**src/design/tstc_pkg.sv**
```systemverilog
// Shared types and constants for the touch swipe/tap classifier.
package tstc_pkg;

  localparam int unsigned SCREEN_WIDTH_DEF  = 360;
  localparam int unsigned SCREEN_HEIGHT_DEF = 360;

  localparam int unsigned COORD_W  = 9;   // width of the coordinate ports
  localparam int unsigned THRESH_W = 9;
  localparam logic [THRESH_W-1:0] THRESH_RESET = THRESH_W'(50);

  typedef enum logic [2:0] {
    ACT_NONE   = 3'd0,
    ACT_PREV   = 3'd1,
    ACT_NEXT   = 3'd2,
    ACT_TOGGLE = 3'd3,
    ACT_CLOSE  = 3'd4,
    ACT_MUTE   = 3'd5,
    ACT_UNMUTE = 3'd6,
    ACT_PLAY   = 3'd7
  } action_e;

  // UI context flags that travel with each sample
  typedef struct packed {
    logic standby;
    logic panel;
    logic usb;
    logic muted;
  } ctx_t;

endpackage

```
**src/design/tstc_flip.sv**
```systemverilog
// One axis of the 180-degree rotation: clamp to the screen, then mirror.
module tstc_flip #(
  parameter int unsigned SIZE = tstc_pkg::SCREEN_WIDTH_DEF,
  parameter int unsigned CW   = 9
) (
  input  logic [tstc_pkg::COORD_W-1:0] raw_i,
  output logic [CW-1:0]                coord_o
);

  localparam int unsigned RW = (CW > tstc_pkg::COORD_W) ? CW : tstc_pkg::COORD_W;
  localparam logic [RW-1:0] TOP = RW'(SIZE - 1);

  logic [RW-1:0] raw_ext;
  logic [RW-1:0] clamped;

  assign raw_ext = RW'(raw_i);
  assign clamped = (raw_ext > TOP) ? TOP : raw_ext;
  assign coord_o = CW'(TOP - clamped);

endmodule

```
**src/design/tstc_classify.sv**
```systemverilog
// Release-time gesture decode: dx/dy from start and last point, then priority pick.
module tstc_classify #(
  parameter int unsigned SCREEN_HEIGHT = tstc_pkg::SCREEN_HEIGHT_DEF,
  parameter int unsigned CW            = 9
) (
  input  logic [CW-1:0]                 start_x_i,
  input  logic [CW-1:0]                 start_y_i,
  input  logic [CW-1:0]                 last_x_i,
  input  logic [CW-1:0]                 last_y_i,
  input  logic [tstc_pkg::THRESH_W-1:0] thresh_i,
  input  tstc_pkg::ctx_t                ctx_i,
  output tstc_pkg::action_e             action_o
);

  // magnitude width covers both |d| and the threshold
  localparam int unsigned AW = ((CW > tstc_pkg::THRESH_W) ? CW : tstc_pkg::THRESH_W) + 1;
  localparam logic [CW:0] TOP_BAND = (CW + 1)'(SCREEN_HEIGHT / 3);

  logic signed [CW:0] dx, dy;
  logic [AW-1:0]      ax, ay, th;
  logic               horiz, vert, top_start;

  assign dx = $signed({1'b0, last_x_i}) - $signed({1'b0, start_x_i});
  assign dy = $signed({1'b0, last_y_i}) - $signed({1'b0, start_y_i});
  assign ax = AW'(dx[CW] ? (CW + 1)'(-dx) : (CW + 1)'(dx));
  assign ay = AW'(dy[CW] ? (CW + 1)'(-dy) : (CW + 1)'(dy));
  assign th = AW'(thresh_i);

  assign horiz     = (ax >= th) && (ax >= ay);
  assign vert      = (ay >= th) && (ay > ax);
  assign top_start = {1'b0, start_y_i} < TOP_BAND;

  always_comb begin
    priority if (ctx_i.standby) begin
      action_o = tstc_pkg::ACT_NONE;
    end else if (horiz && !dx[CW] && (dx != '0)) begin
      action_o = tstc_pkg::ACT_PREV;
    end else if (horiz && dx[CW]) begin
      action_o = tstc_pkg::ACT_NEXT;
    end else if (vert && top_start && !dy[CW] && (dy != '0)) begin
      action_o = tstc_pkg::ACT_TOGGLE;
    end else if (ctx_i.panel) begin
      action_o = tstc_pkg::ACT_CLOSE;
    end else if (ctx_i.usb) begin
      action_o = ctx_i.muted ? tstc_pkg::ACT_UNMUTE : tstc_pkg::ACT_MUTE;
    end else begin
      action_o = tstc_pkg::ACT_PLAY;
    end
  end

endmodule

```
**src/design/touch_swipe_tap_classifier_core.sv**
```systemverilog
// Top level of the touch swipe/tap classifier: sample register, tracking state, result register.
//
// Usage:
//   Input channel (in_valid_i / in_stall_o) carries one polled touch sample per beat:
//   pressed flag, raw x/y and the UI context flags. Output channel (out_valid_o /
//   out_stall_i) returns exactly one result beat per sample: pointer state, rotated
//   point and the gesture action (nonzero only on the release that ends a touch).
//   Config channel (cfg_valid_i / cfg_ready_o) writes the swipe threshold; it is
//   always ready and should only be written while the block is idle.
// Timing:
//   A sample lands in the input register, passes through the flip and decode
//   logic and is captured in the result register once that register can load;
//   out_valid_o rises with the capture. Throughput is one sample per cycle while
//   out_stall_i is low, set by the single pass through the decode logic; the
//   tracking state updates as each sample moves on.
// Reset: both stages empty, no touch held, start/last point at 0, threshold 50.
// Stall: while out_stall_i holds a result, the input register still takes one
//   more sample; after that in_stall_o rises until the result beat leaves.
module touch_swipe_tap_classifier_core #(
  parameter int unsigned SCREEN_WIDTH  = tstc_pkg::SCREEN_WIDTH_DEF,
  parameter int unsigned SCREEN_HEIGHT = tstc_pkg::SCREEN_HEIGHT_DEF
) (
  input  logic                          clk_i,
  input  logic                          rst_ni,
  // config
  input  logic                          cfg_valid_i,
  output logic                          cfg_ready_o,
  input  logic [tstc_pkg::THRESH_W-1:0] cfg_data_i,
  // sample in
  input  logic                          in_valid_i,
  output logic                          in_stall_o,
  input  logic                          touch_pressed_i,
  input  logic [tstc_pkg::COORD_W-1:0]  raw_x_i,
  input  logic [tstc_pkg::COORD_W-1:0]  raw_y_i,
  input  logic                          standby_shown_i,
  input  logic                          panel_open_i,
  input  logic                          source_usb_i,
  input  logic                          muted_i,
  // result out
  output logic                          out_valid_o,
  input  logic                          out_stall_i,
  output logic                          point_pressed_o,
  output logic [tstc_pkg::COORD_W-1:0]  point_x_o,
  output logic [tstc_pkg::COORD_W-1:0]  point_y_o,
  output logic [2:0]                    action_o
);

  localparam int unsigned MAX_DIM = (SCREEN_WIDTH > SCREEN_HEIGHT) ? SCREEN_WIDTH
                                                                   : SCREEN_HEIGHT;
  localparam int unsigned CW = $clog2(MAX_DIM);

  // ---------------- config register ----------------
  logic [tstc_pkg::THRESH_W-1:0] thresh_q;

  assign cfg_ready_o = 1'b1;

  always_ff @(posedge clk_i or negedge rst_ni) begin
    if (!rst_ni) begin
      thresh_q <= tstc_pkg::THRESH_RESET;
    end else if (cfg_valid_i && cfg_ready_o) begin
      thresh_q <= cfg_data_i;
    end
  end

  // ---------------- input register ----------------
  logic                         in_vld_q;
  logic                         pressed_q;
  logic [tstc_pkg::COORD_W-1:0] raw_x_q, raw_y_q;
  tstc_pkg::ctx_t               ctx_q;

  logic out_load;   // result register can take a beat this cycle
  logic fire;       // sample in the input register moves to the result register
  logic in_take;

  assign out_load   = !out_valid_o || !out_stall_i;
  assign fire       = in_vld_q && out_load;
  assign in_stall_o = in_vld_q && !out_load;
  assign in_take    = in_valid_i && !in_stall_o;

  always_ff @(posedge clk_i or negedge rst_ni) begin
    if (!rst_ni) begin
      in_vld_q <= 1'b0;
    end else if (in_take) begin
      in_vld_q <= 1'b1;
    end else if (fire) begin
      in_vld_q <= 1'b0;
    end
  end

  always_ff @(posedge clk_i) begin
    if (in_take) begin
      pressed_q <= touch_pressed_i;
      raw_x_q   <= raw_x_i;
      raw_y_q   <= raw_y_i;
      ctx_q     <= '{standby: standby_shown_i, panel: panel_open_i,
                     usb: source_usb_i, muted: muted_i};
    end
  end

  // ---------------- rotation ----------------
  logic [CW-1:0] x_rot, y_rot;

  tstc_flip #(.SIZE(SCREEN_WIDTH), .CW(CW)) u_flip_x (
    .raw_i  (raw_x_q),
    .coord_o(x_rot)
  );

  tstc_flip #(.SIZE(SCREEN_HEIGHT), .CW(CW)) u_flip_y (
    .raw_i  (raw_y_q),
    .coord_o(y_rot)
  );

  // ---------------- touch tracking ----------------
  logic          held_q, held_d;
  logic [CW-1:0] start_x_q, start_x_d, start_y_q, start_y_d;
  logic [CW-1:0] last_x_q, last_x_d, last_y_q, last_y_d;

  always_comb begin
    held_d    = held_q;
    start_x_d = start_x_q;
    start_y_d = start_y_q;
    last_x_d  = last_x_q;
    last_y_d  = last_y_q;
    if (fire) begin
      if (pressed_q) begin
        if (!held_q) begin
          // press edge: latch the start point
          start_x_d = x_rot;
          start_y_d = y_rot;
        end
        held_d   = 1'b1;
        last_x_d = x_rot;
        last_y_d = y_rot;
      end else begin
        held_d = 1'b0;
      end
    end
  end

  always_ff @(posedge clk_i or negedge rst_ni) begin
    if (!rst_ni) begin
      held_q    <= 1'b0;
      start_x_q <= '0;
      start_y_q <= '0;
      last_x_q  <= '0;
      last_y_q  <= '0;
    end else begin
      held_q    <= held_d;
      start_x_q <= start_x_d;
      start_y_q <= start_y_d;
      last_x_q  <= last_x_d;
      last_y_q  <= last_y_d;
    end
  end

  // ---------------- gesture decode ----------------
  tstc_pkg::action_e gesture;
  tstc_pkg::action_e action_d;

  tstc_classify #(.SCREEN_HEIGHT(SCREEN_HEIGHT), .CW(CW)) u_classify (
    .start_x_i(start_x_q),
    .start_y_i(start_y_q),
    .last_x_i (last_x_q),
    .last_y_i (last_y_q),
    .thresh_i (thresh_q),
    .ctx_i    (ctx_q),
    .action_o (gesture)
  );

  // only a release that ends a held touch reports a gesture
  assign action_d = (!pressed_q && held_q) ? gesture : tstc_pkg::ACT_NONE;

  // ---------------- result register ----------------
  logic                         out_vld_q;
  logic                         pt_pressed_q;
  logic [tstc_pkg::COORD_W-1:0] pt_x_q, pt_y_q;
  tstc_pkg::action_e            action_q;

  always_ff @(posedge clk_i or negedge rst_ni) begin
    if (!rst_ni) begin
      out_vld_q <= 1'b0;
    end else if (out_load) begin
      out_vld_q <= in_vld_q;
    end
  end

  always_ff @(posedge clk_i) begin
    if (fire) begin
      pt_pressed_q <= pressed_q;
      // pressed: this sample; released: last held point
      pt_x_q       <= pressed_q ? tstc_pkg::COORD_W'(x_rot) : tstc_pkg::COORD_W'(last_x_q);
      pt_y_q       <= pressed_q ? tstc_pkg::COORD_W'(y_rot) : tstc_pkg::COORD_W'(last_y_q);
      action_q     <= action_d;
    end
  end

  assign out_valid_o     = out_vld_q;
  assign point_pressed_o = pt_pressed_q;
  assign point_x_o       = pt_x_q;
  assign point_y_o       = pt_y_q;
  assign action_o        = action_q;

  // ---------------- assertions ----------------
  a_press_no_action : assert property (@(posedge clk_i) disable iff (!rst_ni)
    out_valid_o && point_pressed_o |-> action_o == tstc_pkg::ACT_NONE)
    else $error("action reported on a pressed beat");

  a_press_sets_held : assert property (@(posedge clk_i) disable iff (!rst_ni)
    fire && pressed_q |=> held_q)
    else $error("held not set after pressed beat");

  a_release_clears_held : assert property (@(posedge clk_i) disable iff (!rst_ni)
    fire && !pressed_q |=> !held_q)
    else $error("held not cleared after release beat");

  a_stall_only_full : assert property (@(posedge clk_i) disable iff (!rst_ni)
    in_stall_o |-> in_vld_q && out_valid_o)
    else $error("input stalled with room in the pipe");

endmodule

```
**config.mk**
```make
export PLATFORM = sky130hd
export DESIGN_NAME = touch_swipe_tap_classifier_core
export DESIGN_NICKNAME = d
export VERILOG_FILES = /design/src/design/tstc_pkg.sv /design/src/design/tstc_flip.sv /design/src/design/tstc_classify.sv /design/src/design/touch_swipe_tap_classifier_core.sv
export SDC_FILE = /design/constraint.sdc
export NUM_CORES = 1
export LEC_CHECK = 0
export BUFFER_PORTS_ARGS = -buffer_cell sky130_fd_sc_hd__buf_2
export CAP_MARGIN = 20
export CORE_ASPECT_RATIO = 1.5
export CORE_MARGIN = 3
export CORE_UTILIZATION = 60
export CTS_BUF_LIST = sky130_fd_sc_hd__clkbuf_2
export CTS_CLUSTER_SIZE = 10
export DETAILED_ROUTE_END_ITERATION = 10
export MAX_ROUTING_LAYER = met4
export PLACE_DENSITY_LB_ADDON = 0.2
export SLEW_MARGIN = 20
export SYNTH_ARGS = -nofsm -noshare
export SYNTH_HDL_FRONTEND = slang
export SYNTH_SLANG_ARGS = --single-unit
export TNS_END_PERCENT = 100
```
**constraint.sdc**
```tcl
create_clock -name clk_i -period 9.4 [get_ports clk_i]
set_clock_uncertainty 0.1 [all_clocks]
set_input_delay 0.94 -clock clk_i [delete_from_list [all_inputs] [get_ports clk_i]]
set_output_delay 0.94 -clock clk_i [all_outputs]
set_load 0.02 [all_outputs]
```
Yosys cells after proc, flatten, opt, wreduce, memory -nomap -nowiden

Index checks and enable logic that the tools add are counted.

Register bits after elaboration: 93
Bits of input ports: 37
Output and inout port bits: 25

Add/subtract/negate cells: 6
$lt $le $gt $ge: 7
Multiplexer cells: 15
Bitwise logic cells: 2
Reductions and logical operators: 27

Operators by type and width:

| operator                                                    | count |
|---|---|
| two-way mux 9 bit                                           | 4 |
| greater-or-equal comparator 10 x 9 -> 1 bit                 | 2 |
| two-way mux 10 bit                                          | 2 |
| negation 10 bit                                             | 2 |
| nonzero test 10 bit                                         | 2 |
| subtractor 9 x 9 -> 10 bit                                  | 2 |
| > comparator 9 bit (second input constant)                  | 2 |
| subtractor 9 bit (first input constant)                     | 2 |
| logical AND 1 bit                                           | 12 |
| greater-or-equal comparator 10 bit                          | 1 |
| > comparator 10 bit                                         | 1 |
| less-than comparator 9 x 7 -> 1 bit (second input constant) | 1 |
| zero test 1 bit                                             | 7 |
| two-way mux 2 bit                                           | 3 |
| two-way mux 3 bit                                           | 2 |
| OR reduction 5 bit                                          | 1 |
| two-way mux 1 bit                                           | 4 |
| AND reduction 3 bit                                         | 1 |
| OR reduction 3 bit                                          | 1 |
| inverter 1 bit                                              | 2 |
| nonzero test 2 bit                                          | 1 |
| OR reduction 2 bit                                          | 1 |
| logical OR 1 bit                                            | 1 |

Longest topological paths before layout

Gate-level depths: netlist of the first run.

Word-level depth: 11
Mapped depth: 21
Mapped depth without buffers: 21

Hierarchy

From an unflattened synthesis of the first run, not the netlist that was laid out.

Cell total of the unflattened synthesis: 534
Area, all modules: 6019.5 um^2

Modules (own cells, without submodules):

| module                          | times used | cells each | area each (um^2) |
|---|---|---|---|
| touch_swipe_tap_classifier_core | 1          | 176        | 3453.3 |
| tstc_classify                   | 1          | 312        | 2278.4 |
| tstc_flip                       | 2          | 23         | 143.9 |

Worst setup path before layout of the first run

Ideal clock, no wire load.

Kind: register to register
Start point: register last_y_q[0]
End point: register action_q[0] (netlist: action_o[0]) (data pin)
Library setup time: 0.260 ns
Data arrival time: 4.342 ns
Required time: 9.040 ns
Setup slack: 4.699 ns
Stages on the path, launching flop included: 22
Period minus slack after synthesis: 4.701 ns
Cell sequence: dfrtp_1 > inv_1 > ha_1 > inv_1 > fa_1 > a21o_1 > a21oi_1 > xnor2_1 > nand4b_4 > or4_4 > or2b_1 > xnor2_1 > inv_1 > ha_1 > nand4_1 > or2_2 > a21oi_1 > nor3_1 > or4b_1 > o22ai_2 > nand2_1 > nor3b_1

Word-level cells in the longest chain between the ends: 11

Ends and longest elaborated chain:

| item                                                                               | line                                   | source |
|---|---|---|
| start, declared                                                                    | touch_swipe_tap_classifier_core.sv:116 | `logic [CW-1:0] last_x_q, last_x_d, last_y_q, last_y_d;` |
| start signal, assigned                                                             | touch_swipe_tap_classifier_core.sv:152 | `last_y_q <= last_y_d;` |
| subtractor 9 x 9 -> 10 bit *                                                       | tstc_classify.sv:24                    | `assign dy = $signed({1'b0, last_y_i}) - $signed({1'b0, start_y_i});` |
| negation 10 bit                                                                    | tstc_classify.sv:26                    | `assign ay = AW'(dy[CW] ? (CW + 1)'(-dy) : (CW + 1)'(dy));` |
| two-way mux 10 bit                                                                 | tstc_classify.sv:26                    |  |
| greater-or-equal comparator 10 x 9 -> 1 bit or > comparator 10 bit (tied branches) | tstc_classify.sv:30                    | `assign vert = (ay >= th) && (ay > ax);` |
| logical AND 1 bit                                                                  | tstc_classify.sv:30                    |  |
| logical AND 1 bit (3 in a row)                                                     | tstc_classify.sv:40                    | `end else if (vert && top_start && !dy[CW] && (dy != '0)) begin` |
| two-way mux 2 bit                                                                  | tstc_classify.sv:40                    |  |
| two-way mux 2 bit                                                                  | tstc_classify.sv:38                    | `end else if (horiz && dx[CW]) begin` |
| two-way mux 1 bit *                                                                | tstc_classify.sv:36                    | `end else if (horiz && !dx[CW] && (dx != '0)) begin` |
| end signal, assigned                                                               | touch_swipe_tap_classifier_core.sv:193 | `action_q <= action_d;` |
| end, declared                                                                      | touch_swipe_tap_classifier_core.sv:177 | `tstc_pkg::action_e action_q;` |

Mark *: on every way between the ends. The rest lies on a longest branch, timed or not.
A chain may end at the register's enable or synchronous reset.

Worst setup path in the final report of the first run

Same ends and word-level chain as after synthesis.

==> metrics.txt, run 1 <==
Max Freq=around 200 MHz; Pre-antenna DRT Iters=4; Die H=125 um; Worst Tran Pin Value=0.999 ns; Static Leak=approximately 2.8 nW; postcts setup bufs=0; Post-synth EDFFs=45; clock latency on the worst-skew pair=0.59 ns; Cell variety after synth=60; most common cell after layout, fill and taps aside=buf_2; initial DRC count=213; warning count from the yosys run=0; Overall Power=0.00235 W; Tcrit/Tclk final=53.6%; max cap viols=0; clock buffer depth=2; WL final=11,000 um; Residual DRC=0; first-pass GRT wire length=about 19,000 um; RD Place Congestion=approximately 0.88; final hold violation count=0; Area Overhead vs Synth=9.04%; mapped cell area=0.00564 sq mm; Post-Synthesis Cells=approximately 540; I/O Pins=62; Post-DP HPWL=about 8500 um; area of the die=about 0.011 sq mm; vias in the first global route=approximately 4,000; H-Tree Depth=3; hold_buf cts=0; most frequent cells in the layout=buf_2, inv_1, nand2_1; CP Launch Type=register; final-report max-slew violation count=0; final setup TNS=0 ns; via count=roughly 4,100; Slew HR=33.4%; Core ar.=approximately 0.009 sq mm; die width=~85 um; CTS tree=done; synthesized area per cell=10.4 sq um; cts bufs inserted=9; Synth Register Bits=93; crit path DAT=5.33 ns; reg2reg path depth=21; Diodes inserted=0; remaining global-route overflow=0; Crit Path Category=reg2reg; largest net degree at the start of global routing=between 40 and 50; CP max FO=4; WL/cell=around 15 um; run status=complete, no violations; P per Cell Area=~380 mW/mm^2; Worst-path clk slew=between 0.2 and 0.3 ns; Required @ worst endpoint=roughly 9.7 ns; Initial Util=between 60% and 70%; post-route ant nets=0; gr usage total=~23%; ys async rst share=just over 50%; vias per inst=about 5.7; RSZ-0062 raised after global routing=false; syn_nets=roughly 630; clk sink count=93; root buffer cell=clkbuf_2; initial antenna violation count=0; # rows=42; # setup viols final=0; Hold Path Class=in2async; Max VDD drop=roughly 0.00031 V; fin crit period=just over 5 ns; Worst setup EP type=register; predominant post-synthesis flop cell=edfxtp_1; post-CTS resize count=0; Nets=691; sequential area share after synthesis=45.4%; port buffer count=60; share of post-route cells with drive strength above 1=20.1%
==> state kept, by name, indices dropped and copies added (netlist names) <==
name and cells:
last_x_q 9, last_y_q 9, point_x_o 9, point_y_o 9
raw_x_q 9, raw_y_q 9, start_x_q 9, start_y_q 9
thresh_q 9, ctx_q 4, action_o 3, held_q 1
in_vld_q 1, out_valid_o 1, point_pressed_o 1, pressed_q 1
==> cells by family after synthesis <==
| kind of cell | count (synthesis) | share of synthesized area, % |
|---|---|---|
| AO/OA/AOI/OAI | 120 | 13.8 |
| XOR/XNOR | 28 | 4.35 |
| adder cells (fa/ha/maj) | 52 | 11.8 |
| buffers and inverters | 70 | 5.02 |
| flip-flops | 93 | 45.4 |
| multiplexers | 34 | 6.66 |
| other | 1 | 0.0665 |
| AND/OR/NAND/NOR | 145 | 12.9 |
==> Yosys cell counts (all sizes together), types with 6 or more instances <==
| library cell | n | share of area, % |
|---|---|---|
| nor2 | 23 | 1.5 |
| dfrtp | 45 | 20 |
| nand3 | 13 | 1.2 |
| edfxtp | 45 | 24 |
| a21oi | 27 | 2.4 |
| ha | 50 | 11 |
| xnor2 | 19 | 3.0 |
| xor2 | 9 | 1.4 |
| clkbuf | 9 | 0.60 |
| nor2b | 12 | 1.3 |
| nand2b | 9 | 1.0 |
| nand2 | 55 | 3.7 |
| a21o | 9 | 1.2 |
| o21ai | 41 | 3.6 |
| nor3 | 7 | 0.71 |
| o31ai | 7 | 0.93 |
| mux2 | 28 | 5.6 |
| inv | 56 | 3.7 |
| mux2i | 6 | 1.1 |
==> path summary, 6_finish.rpt <==
| check | to | from | slack (ns) |
|---|---|---|---|
| setup reg to reg | action_o[0] | last_y_q[0] | 4.36 |
| max in group asynchronous | start_x_q[5] | rst_ni | 8.53 |
| hold / removal | thresh_q[0] | rst_ni | 0.20 |
| setup / recovery | action_o[0] | last_y_q[0] | 4.36 |
| min in group clk_i | start_x_q[3] | start_x_q[3] | 0.42 |
| hold reg to reg | start_x_q[3] | start_x_q[3] | 0.42 |
==> worst max-delay path, stage by stage (launching register included) <==
cell	delay (ns)
dfrtp_1	0.44
inv_1	0.07
ha_1	0.16
inv_1	0.06
fa_1	0.42
a21o_1	0.22
a21oi_1	0.18
xnor2_1	0.13
nand4b_4	0.20
or4_4	0.55
or2b_1	0.18
xnor2_1	0.14
inv_1	0.07
ha_1	0.30
nand4_1	0.12
or2_2	0.33
a21oi_1	0.13
nor3_1	0.10
or4b_1	0.49
o22ai_2	0.20
nand2_1	0.10
nor3b_1	0.18
==> final cells by class <==
cell class / count / area (sq um)
Inverter: 56 / 210
Tap cell: 110 / 138
Clock buffer: 9 / 45.0
Sequential cell: 93 / 2560
Multi-Input combinational cell: 380 / 2810
Fill cell: 715 / 2840
Timing Repair Buffer: 62 / 318
Clock inverter: 7 / 72.6
==> power breakdown <==
part / internal [W] / switching, W
Sequential: 0.000505 / 0.0000408
Clock: 0.0000634 / 0.000146
Combinational: 0.000683 / 0.000915
==> routing by layer <==
metal	GRT usage [%]	part of all wire [%]
met5	-	0
met4	7.55	2.0
met2	38.1	52
met3	3.51	4.0
met1	27.5	42
==> through the flow <==
step | cells | setup WS [ns] | area [sq um] | hold WS, ns | util, %
after floorplan | 543 | 4.70 | 5640 | 0.324 | -
after global placement | 701 | 4.49 | 6020 | 0.348 | 67.0
after detailed placement | 701 | 4.36 | 6020 | 0.370 | 67.0
after CTS | 717 | 4.33 | 6140 | 0.388 | 68.3
after global routing | 717 | 4.06 | 6140 | 0.227 | 68.4
final | 717 | 4.36 | 6140 | 0.205 | 68.4
Note: power is estimated with default switching activity, not from simulation.
==> run 2: changes to the inputs <==
--- a/config.mk
+++ b/config.mk
@@ -9,7 +9,7 @@
 export CAP_MARGIN = 20
 export CORE_ASPECT_RATIO = 1.5
 export CORE_MARGIN = 3
-export CORE_UTILIZATION = 60
+export CORE_UTILIZATION = 55
 export CTS_BUF_LIST = sky130_fd_sc_hd__clkbuf_2
 export CTS_CLUSTER_SIZE = 10
 export DETAILED_ROUTE_END_ITERATION = 10
==> constraint.sdc (replaced) <==
create_clock -name clk_i -period 4.1 [get_ports clk_i]
set_clock_uncertainty 0.1 [all_clocks]
set_input_delay 0.41 -clock clk_i [delete_from_list [all_inputs] [get_ports clk_i]]
set_output_delay 0.41 -clock clk_i [all_outputs]
set_load 0.02 [all_outputs]
==> run 2 against run 1 <==
Net effect:
- the flow now finishes with violations (negative setup slack)
- sequential power grew 130%
- count of clock-buffer cells in the layout is the same
- power grew to 3.0 times the previous value
- routed wire length up 20%
- die area increased by 8.5%
- maximum frequency grew 6.3%
- global-route usage grew 2.1 points
- via count rose by 12%
- setup slack lost 5.0 ns
- critical endpoint unchanged
- largest cell class unchanged
==> metrics.txt, run 2 (synthesized netlist as in run 1, its figures left out) <==
run status=finished with violations; failing checks=negative setup slack; Residual DRC=0 (unchanged); I/O Pins=62 (unchanged); H-Tree Depth=3 (unchanged); vias per inst=5.46 (-4.5%); initial antenna violation count=0 (unchanged); Core ar.=0.00985 sq mm (+9.7%); vias in the first global route=4,754 (+16%); WL final=13,300 um (+20%); dpl cell area=0.00663 sq mm (+10%); Worst setup EP type=register; Post-DP HPWL=9370 um (+11%); Slew HR=37.2% (+3.8 points); # setup viols final=3 (+3); max cap viols=0 (unchanged); crit path DAT=5.01 ns (-0.32 ns); crit-path max cell delay=0.53 ns (-0.02 ns); clock latency on the worst-skew pair=0.55 ns (-0.04 ns); Nets=810 (+17%); remaining global-route overflow=0 (unchanged); delay-heaviest family, CP=simple AND/OR/NAND/NOR gates; gr usage total=24.8% (+2.1 points); clock buffer depth=2 (unchanged); crit-path cells=inv_2 > ha_4 > inv_2 > fa_2 > a21o_1 > a21oi_2 > xnor2_2 > nand4b_4 > or4_4 > or2b_1 > xnor2_2 > inv_2 > ha_4 > nand4_1 > or2_4 > a21oi_2 > nor3_2 > or4b_4 > o22ai_4 > nand2_2 > nor3b_2; Worst-path clk slew=0.29 ns (about the same); clk sink count=93 (unchanged); share of post-route cells with drive strength above 1=30.7% (+11 points); via count=4,595 (+12%); fin crit period=4.74 ns (-0.300 ns); setup ws final=-0.642 ns (-5.00 ns); Diodes inserted=0 (unchanged); most frequent cells in the layout=buf_4, buf_2, nand2_1; largest net degree at the start of global routing=49 (unchanged); post-route ant nets=0 (unchanged); Placed Instances=782 (+12%); CP Launch Type=register; Buf/Inv on CP=3 (unchanged); CTS tree=done; final hold violation count=0 (unchanged); slowest CP cell=or4_4; root buffer cell=clkbuf_2; Max Freq=211 MHz (+6.3%); Static Leak=3.33 nW (+20%); P per Cell Area=967 mW/mm^2 (+150%); # rows=44 (+4.8%); CP max FO=4 (unchanged); Max VDD drop=0.000452 V (+46%); Area Overhead vs Synth=27.9%; cts bufs inserted=9 (unchanged); RD Place Congestion=0.945 (+6.8%); Worst Tran Pin Value=0.942 ns (-0.0566 ns); Hold Path Class=in2reg; Pre-antenna DRT Iters=4 (unchanged); most common cell after layout, fill and taps aside=buf_4; Required @ worst endpoint=4.37 ns (-5.31 ns); Tcrit/Tclk final=116% (+62 points); final setup TNS=-1.87 ns (-1.87 ns); first-pass GRT wire length=21,500 um (+15%); Layout Cells excl Fill=841 (+17%); Crit Path Category=reg2reg; Initial Util=57.2% (-5.5 points); die width=88.7 um (+4.1%); Die H=130 um (+4.2%); final instance area=0.00721 sq mm (+17%); port buffer count=60 (unchanged); final core occ=73.1% (+4.8 points); WL/cell=15.8 um (+2.4%); RSZ-0062 raised after global routing=true; cell mode on critical path=inv_2; initial DRC count=206 (-3.3%); final-report max-slew violation count=0 (unchanged); area of the die=0.0115 sq mm (+8.5%)
## run 2: cell types whose count changed in the layout (fill, tap and decap cells not counted), moves of 3 or more
cell / delta
a21oi_1: -3
a21oi_2: +3
buf_4: +83
inv_2: +3
inv_1: -3
dlygate4sd3_1: +35
## run 2: path summary, 6_finish.rpt
kind                               from  slack, ns  depth (start not counted)           end
min in group asynchronous        rst_ni       0.26                          2   thresh_q[2]
hold / removal              cfg_valid_i       0.04                          3   thresh_q[5]
setup reg to reg            last_y_q[0]      -0.64                         21   action_o[0]
hold reg to reg            start_y_q[2]       0.42                          2  start_y_q[2]
setup / recovery            last_y_q[0]      -0.64                         21   action_o[0]
max in group asynchronous        rst_ni       3.16                          2   out_valid_o
## run 2: layer usage
metal / part of all wire, % / global-route usage [%] / wire length (um) / vias to the layer above
li1: - / - / - / 2284
met1: 40 / 27.5 / 5360 / 2173
met2: 54 / 44.4 / 7110 / 109
met3: 3.2 / 3.22 / 418 / 29
met4: 2.9 / 9.43 / 378 / 0
met5: 0 / - / 0 / -
## run 2: worst reg2reg max path, cell delays in order (launching register included)
cell      delay, ns
dfrtp_1        0.46
inv_2          0.08
ha_4           0.13
inv_2          0.03
fa_2           0.36
a21o_1         0.20
a21oi_2        0.17
xnor2_2        0.09
nand4b_4       0.17
or4_4          0.53
or2b_1         0.20
xnor2_2        0.13
inv_2          0.07
ha_4           0.26
nand4_1        0.12
or2_4          0.29
a21oi_2        0.15
nor3_2         0.07
or4b_4         0.50
o22ai_4        0.19
nand2_2        0.09
nor3b_2        0.16
## run 2: metrics by stage
step                      total power, W  setup slack [ns]  hold slack, ns
after floorplan                  0.00421            -0.457          0.0144
after global placement           0.00582            -0.558           0.356
after detailed placement         0.00604            -0.704           0.371
after CTS                        0.00667            -0.611         0.00141
after global routing             0.00756            -0.817          0.0300
final                            0.00697            -0.642          0.0445
## run 2: area by class of cell
| cell class | count | area [sq um] |
|---|---|---|
| clock buffer | 9 | 45.0 |
| sequential | 93 | 2560 |
| inverter | 56 | 210 |
| multi-input combinational | 381 | 2900 |
| timing repair buffer | 180 | 1290 |
| fill | 696 | 2650 |
| tap | 115 | 144 |
| clock inverter | 7 | 57.6 |
## run 2: power breakdown
| group | switching, W | internal [W] |
|---|---|---|
| Sequential | 0.0000899 | 0.00116 |
| Clock | 0.000348 | 0.0000907 |
| Combinational | 0.00261 | 0.00268 |
## run 2: what timing repair did
item,CTS,global route
hold endpoints to repair,78,1
hold buffers,34,1
endpoints found under the setup margin,3,3
pin swaps,11,6
setup buffers,4,3
resized for setup,6,7
gates cloned,0,1
